<file path="src/rtl/scrd_pkg.sv">
// Package: lane counts, widths and state codes of the run-length decoder.
package scrd_pkg;

    localparam int OUT_LANES   = 4;
    localparam int LANE_FIELDS = 4;
    // Effective lane count, clamped to the four lane fields.
    localparam int LANE_NUM    = (OUT_LANES < 1) ? 1 :
                                 ((OUT_LANES > LANE_FIELDS) ? LANE_FIELDS : OUT_LANES);

    localparam int BYTE_W  = 8;
    localparam int COUNT_W = 7;
    localparam int BCNT_W  = 3;

    typedef logic [BYTE_W-1:0] t_byte;

    typedef enum logic [3:0] {
        ST_HDR  = 4'b0001,
        ST_REP  = 4'b0010,
        ST_LIT  = 4'b0100,
        ST_EMIT = 4'b1000
    } t_state;

endpackage

</file>
<file path="src/rtl/scrd_in_if.sv">
// Interface: compressed byte channel into the decoder.
interface scrd_in_if;
    logic                 valid;
    logic                 ready;
    logic [scrd_pkg::BYTE_W-1:0] in_byte;
    logic                 last_in;

    modport source (output valid, output in_byte, output last_in, input ready);
    modport sink   (input valid, input in_byte, input last_in, output ready);
endinterface

</file>
<file path="src/rtl/scrd_out_if.sv">
// Interface: decoded result channel out of the decoder.
interface scrd_out_if;
    logic                        valid;
    logic                        ready;
    logic [scrd_pkg::BYTE_W-1:0] lane0;
    logic [scrd_pkg::BYTE_W-1:0] lane1;
    logic [scrd_pkg::BYTE_W-1:0] lane2;
    logic [scrd_pkg::BYTE_W-1:0] lane3;
    logic [scrd_pkg::BCNT_W-1:0] byte_count;
    logic                        run_end;

    modport source (output valid, output lane0, output lane1, output lane2, output lane3,
                    output byte_count, output run_end, input ready);
    modport sink   (input valid, input lane0, input lane1, input lane2, input lane3,
                    input byte_count, input run_end, output ready);
endinterface

</file>
<file path="src/rtl/signed_count_rle_decoder_unit.sv">
// Top level: signed-count run-length decoder with one shared count/subtract unit.
//
// Usage:
//   i_in  carries one compressed byte per transfer (in_byte, last_in).
//   o_out carries decoded results of up to four bytes (lane0..lane3),
//   with byte_count valid lanes from lane0 and run_end on the last result
//   caused by one input byte. Lanes at or above byte_count read as zero.
// Flow:
//   A header byte gives no result. A literal byte gives its result in the
//   output register in the cycle after its transfer; the next byte may
//   transfer in that same cycle if the output is free. A repeat byte of
//   count c enters an emit phase: the shared unit takes min(left, 4) from
//   the remaining count for each result, one result per cycle while the
//   output register is free, until all c bytes are out, and i_in is held
//   off throughout. Literals sustain one byte per cycle while the output is free.
// Reset: header mode, count zero, output register empty.
// Receiver stall: the output register holds its result; the emit phase
//   and every input transfer wait until the register is free again.
// last_in: after its byte is processed, drop any open token and return
//   to header mode; a repeat byte still has its run emitted first.
module signed_count_rle_decoder_unit (
    input  logic             i_clk,
    input  logic             i_rst_n,
    scrd_in_if.sink          i_in,
    scrd_out_if.source       o_out
);

    scrd_pkg::t_state                  r_state, n_state;
    logic [scrd_pkg::COUNT_W-1:0]      r_cnt, n_cnt;
    scrd_pkg::t_byte                   r_byte, n_byte;
    logic                              r_out_valid, n_out_valid;
    scrd_pkg::t_byte                   r_lane [scrd_pkg::LANE_FIELDS];
    scrd_pkg::t_byte                   n_lane [scrd_pkg::LANE_FIELDS];
    logic [scrd_pkg::BCNT_W-1:0]       r_bcnt, n_bcnt;
    logic                              r_run_end, n_run_end;

    logic                              w_out_free;
    logic                              w_in_xfer;
    logic [scrd_pkg::BCNT_W-1:0]       w_take;
    logic [scrd_pkg::COUNT_W-1:0]      w_rest;

    // Output register is free when empty or being taken this cycle.
    assign w_out_free = !r_out_valid || o_out.ready;
    assign i_in.ready = (r_state != scrd_pkg::ST_EMIT) && w_out_free;
    assign w_in_xfer  = i_in.valid && i_in.ready;

    // Shared unit: compare the remaining count to the lane count and subtract.
    always_comb begin
        if (r_cnt < scrd_pkg::COUNT_W'(scrd_pkg::LANE_NUM)) begin
            w_take = r_cnt[scrd_pkg::BCNT_W-1:0];
        end else begin
            w_take = scrd_pkg::BCNT_W'(scrd_pkg::LANE_NUM);
        end
        w_rest = r_cnt - scrd_pkg::COUNT_W'(w_take);
    end

    always_comb begin
        n_state     = r_state;
        n_cnt       = r_cnt;
        n_byte      = r_byte;
        n_out_valid = r_out_valid && !o_out.ready;
        n_lane      = r_lane;
        n_bcnt      = r_bcnt;
        n_run_end   = r_run_end;

        case (r_state)
            scrd_pkg::ST_REP: begin
                // Latch the repeat byte and start emitting; count stays.
                if (w_in_xfer) begin
                    n_byte  = i_in.in_byte;
                    n_state = scrd_pkg::ST_EMIT;
                end
            end
            scrd_pkg::ST_LIT: begin
                if (w_in_xfer) begin
                    n_out_valid = 1'b1;
                    n_lane[0]   = i_in.in_byte;
                    for (int i = 1; i < scrd_pkg::LANE_FIELDS; i++) begin
                        n_lane[i] = '0;
                    end
                    n_bcnt    = scrd_pkg::BCNT_W'(1);
                    n_run_end = 1'b1;
                    if (r_cnt == '0 || i_in.last_in) begin
                        n_state = scrd_pkg::ST_HDR;
                        n_cnt   = '0;
                    end else begin
                        n_cnt = r_cnt - scrd_pkg::COUNT_W'(1);
                    end
                end
            end
            scrd_pkg::ST_EMIT: begin
                // One result per cycle while the output register is free.
                if (w_out_free) begin
                    n_out_valid = 1'b1;
                    for (int i = 0; i < scrd_pkg::LANE_FIELDS; i++) begin
                        n_lane[i] = (scrd_pkg::BCNT_W'(i) < w_take) ? r_byte : '0;
                    end
                    n_bcnt    = w_take;
                    n_run_end = (w_rest == '0);
                    n_cnt     = w_rest;
                    if (w_rest == '0) begin
                        n_state = scrd_pkg::ST_HDR;
                    end
                end
            end
            default: begin
                // Header mode: read the byte as a signed count.
                if (w_in_xfer) begin
                    if (i_in.in_byte == '0 || i_in.last_in) begin
                        n_state = scrd_pkg::ST_HDR;
                        n_cnt   = '0;
                    end else if (!i_in.in_byte[scrd_pkg::BYTE_W-1]) begin
                        n_state = scrd_pkg::ST_REP;
                        n_cnt   = i_in.in_byte[scrd_pkg::COUNT_W-1:0];
                    end else begin
                        // |c| - 1 is 255 - b, the inverted low seven bits.
                        n_state = scrd_pkg::ST_LIT;
                        n_cnt   = ~i_in.in_byte[scrd_pkg::COUNT_W-1:0];
                    end
                end
            end
        endcase
    end

    always_ff @(posedge i_clk) begin
        if (!i_rst_n) begin
            r_state     <= scrd_pkg::ST_HDR;
            r_cnt       <= '0;
            r_out_valid <= 1'b0;
        end else begin
            r_state     <= n_state;
            r_cnt       <= n_cnt;
            r_out_valid <= n_out_valid;
        end
    end

    always_ff @(posedge i_clk) begin
        r_byte    <= n_byte;
        r_lane    <= n_lane;
        r_bcnt    <= n_bcnt;
        r_run_end <= n_run_end;
    end

    assign o_out.valid      = r_out_valid;
    assign o_out.lane0      = r_lane[0];
    assign o_out.lane1      = r_lane[1];
    assign o_out.lane2      = r_lane[2];
    assign o_out.lane3      = r_lane[3];
    assign o_out.byte_count = r_bcnt;
    assign o_out.run_end    = r_run_end;

endmodule

</file>
<file path="src/flat_wrapper.sv">
// flat-port wrapper written by rule: the top's interface ports become plain ports
module signed_count_rle_decoder_unit_flat 
  (i_clk, i_rst_n, i_in_valid, i_in_in_byte, i_in_last_in, i_in_ready, o_out_valid, o_out_lane0, o_out_lane1, o_out_lane2, o_out_lane3, o_out_byte_count, o_out_run_end, o_out_ready);
  scrd_in_if i_in_i ();
  scrd_out_if o_out_i ();
  input  logic i_clk;
  input  logic i_rst_n;
  input wire logic [$bits(i_in_i.valid)-1:0] i_in_valid;
  input wire logic [$bits(i_in_i.in_byte)-1:0] i_in_in_byte;
  input wire logic [$bits(i_in_i.last_in)-1:0] i_in_last_in;
  output wire logic [$bits(i_in_i.ready)-1:0] i_in_ready;
  output wire logic [$bits(o_out_i.valid)-1:0] o_out_valid;
  output wire logic [$bits(o_out_i.lane0)-1:0] o_out_lane0;
  output wire logic [$bits(o_out_i.lane1)-1:0] o_out_lane1;
  output wire logic [$bits(o_out_i.lane2)-1:0] o_out_lane2;
  output wire logic [$bits(o_out_i.lane3)-1:0] o_out_lane3;
  output wire logic [$bits(o_out_i.byte_count)-1:0] o_out_byte_count;
  output wire logic [$bits(o_out_i.run_end)-1:0] o_out_run_end;
  input wire logic [$bits(o_out_i.ready)-1:0] o_out_ready;
  assign i_in_i.valid = i_in_valid;
  assign i_in_i.in_byte = i_in_in_byte;
  assign i_in_i.last_in = i_in_last_in;
  assign i_in_ready = i_in_i.ready;
  assign o_out_valid = o_out_i.valid;
  assign o_out_lane0 = o_out_i.lane0;
  assign o_out_lane1 = o_out_i.lane1;
  assign o_out_lane2 = o_out_i.lane2;
  assign o_out_lane3 = o_out_i.lane3;
  assign o_out_byte_count = o_out_i.byte_count;
  assign o_out_run_end = o_out_i.run_end;
  assign o_out_i.ready = o_out_ready;
  signed_count_rle_decoder_unit u_core (.i_clk(i_clk), .i_rst_n(i_rst_n), .i_in(i_in_i), .o_out(o_out_i));
endmodule
</file>
<file path="config.mk">
export PLATFORM = sky130hd
export DESIGN_NAME = signed_count_rle_decoder_unit_flat
export DESIGN_NICKNAME = d
export VERILOG_FILES = /design/src/rtl/scrd_pkg.sv /design/src/rtl/scrd_in_if.sv /design/src/rtl/scrd_out_if.sv /design/src/rtl/signed_count_rle_decoder_unit.sv /design/src/flat_wrapper.sv
export SDC_FILE = /design/constraint.sdc
export NUM_CORES = 1
export LEC_CHECK = 0
export ABC_AREA = 1
export BUFFER_PORTS_ARGS = -buffer_cell sky130_fd_sc_hd__buf_2
export CORE_ASPECT_RATIO = 0.7
export CORE_MARGIN = 2
export CORE_UTILIZATION = 30
export CTS_BUF_LIST = sky130_fd_sc_hd__clkbuf_2 sky130_fd_sc_hd__clkbuf_4 sky130_fd_sc_hd__clkbuf_8
export DETAILED_ROUTE_END_ITERATION = 16
export MAX_ROUTING_LAYER = met4
export PLACE_DENSITY = 0.56
export SYNTH_ARGS = -nofsm -noshare
export SYNTH_HDL_FRONTEND = slang
export SYNTH_SLANG_ARGS = --single-unit
</file>
<file path="constraint.sdc">
create_clock -name i_clk -period 2.8 [get_ports i_clk]
set_input_delay 0 -clock i_clk [delete_from_list [all_inputs] [get_ports i_clk]]
set_output_delay 0 -clock i_clk [all_outputs]
set_load 0.02 [all_outputs]
</file>
# Yosys cells after proc, flatten, opt, wreduce, memory -nomap -nowiden
# Index checks and enable logic that the tools add are counted.
# Widths: inputs -> output; s select.
# word_totals
reg_bits,56
inputBits,13
out_inout_bits,38
word_cells,78
# classes
addsub,2
n_lt_le_gt_ge,5
n_eq_ne,9
n_mux,33
bitwise_logic,2
n_reduce_logical,17
# op_table
op,n
$mux 32,2
$pmux 32 s2,1
$mux 7,6
$mux 8,4
$mux 4,7
$pmux 7 s3,1
$logic_not 7->1,2
$mux 3,4
$pmux 4 s3,1
$ne 2x1->1 const B,5
$logic_not 8->1,1
$lt 7x3->1 const B,1
$not 7->7,1
$sub 7x1->7 const B,1
$sub 7x3->7,1
$lt 1x3->1 const A,2
$lt 2x3->1 const A,2
$pmux 3 s2,1
$reduce_and 6->1,1
$eq 4x2->1 const B,1
$eq 4x3->1 const B,1
$eq 4x4->1 const B,1
$mux 1,4
$ne 4x4->1 const B,1
9 further kinds,16

# Logic depth before layout (Yosys ltp)
# depth
depth_word,7
depth_mapped,15
depth_no_buf,15

# Worst setup path before layout
# OpenSTA, ideal clock, no wires.
# synth_path
path_type,reg-to-reg
startpoint,reg u_core.r_state[0]
endpoint,"reg u_core.r_bcnt (netlist bit u_core.o_out.byte_count[0]), enable pin"
setup_ns,0.429
arrival_ns,2.398
required_ns,2.371
setup_slack_ns,-0.028
stages_incl_launch_ff,7
path_buffers,1
period_less_slack_ns,2.828
cell_sequence,dfxtp_1 > nor2_1 > nand3_2 > buf_4 > nand2_1 > inv_1 > nor2_1
# synth_via
elab_chain_cells,5
elab_cells_between_ends,9
cone_classes,eq/ne: 5; reduce/logical: 4
# synth_rtl
item,line,source
"start, declared",signed_count_rle_decoder_unit.sv:28,"scrd_pkg::t_state r_state, n_state;"
"start signal, assigned",signed_count_rle_decoder_unit.sv:127,r_state <= scrd_pkg::ST_HDR;
"start signal, assigned",signed_count_rle_decoder_unit.sv:131,r_state <= n_state;
$ne 4x4->1,signed_count_rle_decoder_unit.sv:44,assign i_in.ready = (r_state != scrd_pkg::ST_EMIT) && w_out_free;
$logic_and 1x1->1,signed_count_rle_decoder_unit.sv:44,
$logic_and 1x1->1,signed_count_rle_decoder_unit.sv:45,assign w_in_xfer = i_in.valid && i_in.ready;
$ne 2x1->1 (no line),n/a,
$reduce_and 3->1 (no line) (*),n/a,
"end signal, assigned",signed_count_rle_decoder_unit.sv:140,r_bcnt <= n_bcnt;
"end, declared",signed_count_rle_decoder_unit.sv:34,"logic [scrd_pkg::BCNT_W-1:0] r_bcnt, n_bcnt;"
# Mark *: on every way between the ends. The rest lies on a longest branch, timed or not.
# A chain may end at the register's enable or synchronous reset.

# Final worst setup path
# layout_path
startpoint,reg u_core.r_state[0]
endpoint,"reg u_core.r_lane (netlist bit u_core.o_out.lane2[3]), data pin"
# layout_via
elab_chain_cells,2
elab_cells_between_ends,3
cone_classes,eq/ne: 2; mux: 1
# layout_rtl
item,line,source
$eq 4x4->1 or $eq 4x3->1 (tied branches),signed_count_rle_decoder_unit.sv:66,case (r_state)
$pmux 32 s2 (*),signed_count_rle_decoder_unit.sv:66,
"end signal, assigned",signed_count_rle_decoder_unit.sv:139,r_lane <= n_lane;
"end, declared",signed_count_rle_decoder_unit.sv:32,scrd_pkg::t_byte r_lane [scrd_pkg::LANE_FIELDS];
# Marked as above.

==> flow_summary.yaml <==
pwr:
  p_clk_share_pct: 28.8
  internal_power_uw: 1340
  swShare_pct: 27.8
  p_per_area_nw_per_um2: 552
  power_frac_seq_pct: 52.1
  vdd_drop_max_mv: 0.221
  switchingPower_uw: 514
  p_leak_uw: 0.00142
  pwr-share-comb_pct: 19.1
floorplan:
  rows: 29
  core-area_um2: 8960
  fp.dieW_um: 118
  ios: 51
  die_height_um: 83.9
  dieArea_um2: 9920
  start_util_pct: 30.5
finish:
  syn2layout_area_growth_pct: 22.3
  final_cells: 484
  nets: 377
  drive_above_1_share_pct: 23.1
  diodes: 0
  n_fill_cell: 931
  utilization_pct: 37.4
  final-seq-area_um2: 1560
  multi_input_area_um2: 1000
synthesis:
  synth-main-ff-cell: "edfxtp_1"
  async_flop_share_pct: 0
  synth_edf_count: 44
  yosysWarnings: 0
  avgSynthCellArea_um2: 9.28
  synthCells: 295
  synth_cell_type_count: 35
  syn_area_um2: 2740
  synth-seq-cells: 56
  synthesis.nets: 313
  synth-seq-area-share_pct: 57.0
clocking:
  cts_buffers: 5
  clkTransAtPathRegs_ns: 0.10
  root_buffer: "clkbuf_8"
  cts_tree: "done"
  clock_latency_ns: 0.30
  h-tree-depth: 2
  cts.sinks: 56
  clockBufferDepth: 2
worst_setup_path:
  crit_chain: "nor2_1 > nand3_2 > inv_2 > nand2_1 > o31ai_1 > inv_2 > nor2_1"
  worstPathRequired_ns: 2.97
  crit_path_end_kind: "register"
  crit_arrival_ns: 2.14
  path_buf_inv: 2
  crit_slowest_cell: "nand2_1"
  setup.worst_path.start_class: "register"
  max_stage_delay_ns: 0.35
  path_class: "register to register"
  cp_max_fo: 12
  cp_top_family: "simple AND/OR/NAND/NOR gates"
global_route:
  grt_busiest_layer: "met1"
  globalRouteMet2Util_pct: 19.5
  grt_util_all_layers_pct: 13.9
  met3_usage_pct: 3.07
  grtUsageMet1_pct: 20.4
  grt_max_degree: 37
  grt_pass1_vias: 2027
  antenna_found_initial: 0
  grt_pass1_wl_um: 10500
  grt_overflow_total: 0
routing:
  vias: 2194
  drc: 0
  wl_per_cell_um: 13.5
  routed_via_density: 4.53
  drtAntennaViolNets: 0
  drt-total-wl_um: 6520
  dr.pass1.iters: 5
  drtIter0Drc: 207
sta:
  tns_ns: 0
  worst_slew_pin_slew_ns: 0.755
  min_period_over_period_pct: 70.6
  drv_slew: 0
  hold_violations: 0
  max_freq_mhz: 506
  grt_setup_unrepaired: "no"
  setup-violations-final: 0
  period_minus_slack_ns: 1.98
  skew_ns: 0.00486
  relSlewSlack_pct: 49.3
outcome:
  status: "finished clean"
placed_design:
  place.gp.congestion: 0.835
  place_hpwl_um: 4770
  io_buffers: 50
  placed_cells: 467
worst_hold_path:
  hp-class: "input port to register"
run:
  drv_cap: 0
==> cell families (layout without fill, tap and decap cells) <==
kind of cell	count (synthesis)	after routing	share of synthesized area, %
simple gates	141	141	23.9
flops	56	56	57.0
buf+inv	46	111	6.54
compound gates	42	42	9.00
fa+ha+maj	5	5	2.29
xor+xnor	3	3	0.960
other cells	2	2	0.274
==> cell usage after synthesis, types with 2 or more instances <==
cell type,n,area share [%]
o221ai_1,2,0.64
nand2_1,44,6.0
a21oi_1,2,0.37
nor2_1,58,8.0
a31oi_1,2,0.46
nand3_2,3,1.1
nand3_1,14,2.6
dfxtp_1,12,8.8
o22ai_1,8,1.8
conb_1,2,0.27
xnor2_1,2,0.64
clkbuf_1,2,0.27
inv_1,37,5.1
nand4_1,6,1.4
ha_1,5,2.3
a21boi_1,2,0.55
inv_2,3,0.41
o21ai_0,21,3.8
nand2_2,5,1.1
nor2_2,2,0.46
buf_2,2,0.37
edfxtp_1,44,48
nor3_1,2,0.37
nor2_4,4,1.6
==> placed cells by master (no fill, tap or decap), types with 3 or more instances in the layout <==
| master | synthesis | final |
|---|---|---|
| nand3_2 | 3 | 3 |
| buf_4 | 1 | 3 |
| dlygate4sd3_1 | 0 | 9 |
| ha_1 | 5 | 5 |
| clkbuf_8 | 0 | 5 |
| nand2_2 | 5 | 5 |
| inv_1 | 37 | 37 |
| o22ai_1 | 8 | 8 |
| nand4_1 | 6 | 6 |
| nor2_4 | 4 | 5 |
| nand2_1 | 44 | 44 |
| nor2_1 | 58 | 57 |
| nand3_1 | 14 | 14 |
| inv_2 | 3 | 3 |
| o21ai_0 | 21 | 21 |
| edfxtp_1 | 44 | 44 |
| buf_2 | 2 | 50 |
| dfxtp_1 | 12 | 12 |
==> registers in the layout (all words and copies together), names as in the netlist <==
signal	cells
u_core.r_state	4
u_core.o_out.valid	1
u_core.o_out.run_end	1
u_core.r_byte	8
u_core.o_out.lane3	8
u_core.r_cnt	7
u_core.o_out.lane2	8
u_core.o_out.byte_count	3
u_core.o_out.lane0	8
u_core.o_out.lane1	8
==> power by group through the flow <==
stage               clock (µW)  combinational, µW  sequential, µW
finish                     532                353             964
global route               582                399             968
CTS                        551                354             964
detailed placement           0                343             982
global placement             0                345             982
floorplan                    0                223            1000
==> path summary, 6_finish.rpt <==
kind | start | endpoint | slack [ns] | depth (start not counted)
setup / recovery | u_core.r_state[0] | u_core.o_out.lane2[3] | 0.82 | 7
hold / removal | i_in_in_byte[7] | u_core.r_byte[7] | 0.04 | 1
setup reg to reg | u_core.r_state[0] | u_core.o_out.lane2[3] | 0.82 | 7
hold reg to reg | u_core.r_state[0] | u_core.r_state[0] | 0.50 | 2
==> per-layer routing <==
layer  vias to the layer above  wire length, µm  share of wire (%)
li1                       1108                -                  -
met1                      1019             3370                 52
met2                        65             2740                 42
met3                         2              368                5.6
met4                         0               43               0.66
met5                         -                0                  0
==> layout make-up <==
class | instances | area share, %
flip-flops and latches | 56 | 46.6
multi-input cells | 193 | 30.0
repair buffers | 62 | 10.8
well taps | 124 | 4.63
inverters | 41 | 4.59
clock buffers | 6 | 2.28
clock inverters | 2 | 1.05
==> repair_timing <==
action                    CTS  global route
hold endpoints to repair    9             0
hold buffers                9             0
resized for setup           0             0
buffers inserted            0             0
==> metrics by stage <==
| step | setup slack (ns) | power [µW] | hold slack, ns | cell area (µm²) |
|---|---|---|---|---|
| after floorplan | 0.560 | 1230 | 0.0989 | 2740 |
| after global placement | 0.840 | 1330 | 0.205 | 3150 |
| after detailed placement | 0.840 | 1330 | 0.208 | 3150 |
| after CTS | 0.821 | 1870 | 0.0253 | 3350 |
| after global routing | 0.561 | 1950 | 0.0309 | 3350 |
| final | 0.824 | 1850 | 0.0431 | 3350 |
(Power assumes the default switching activity.)
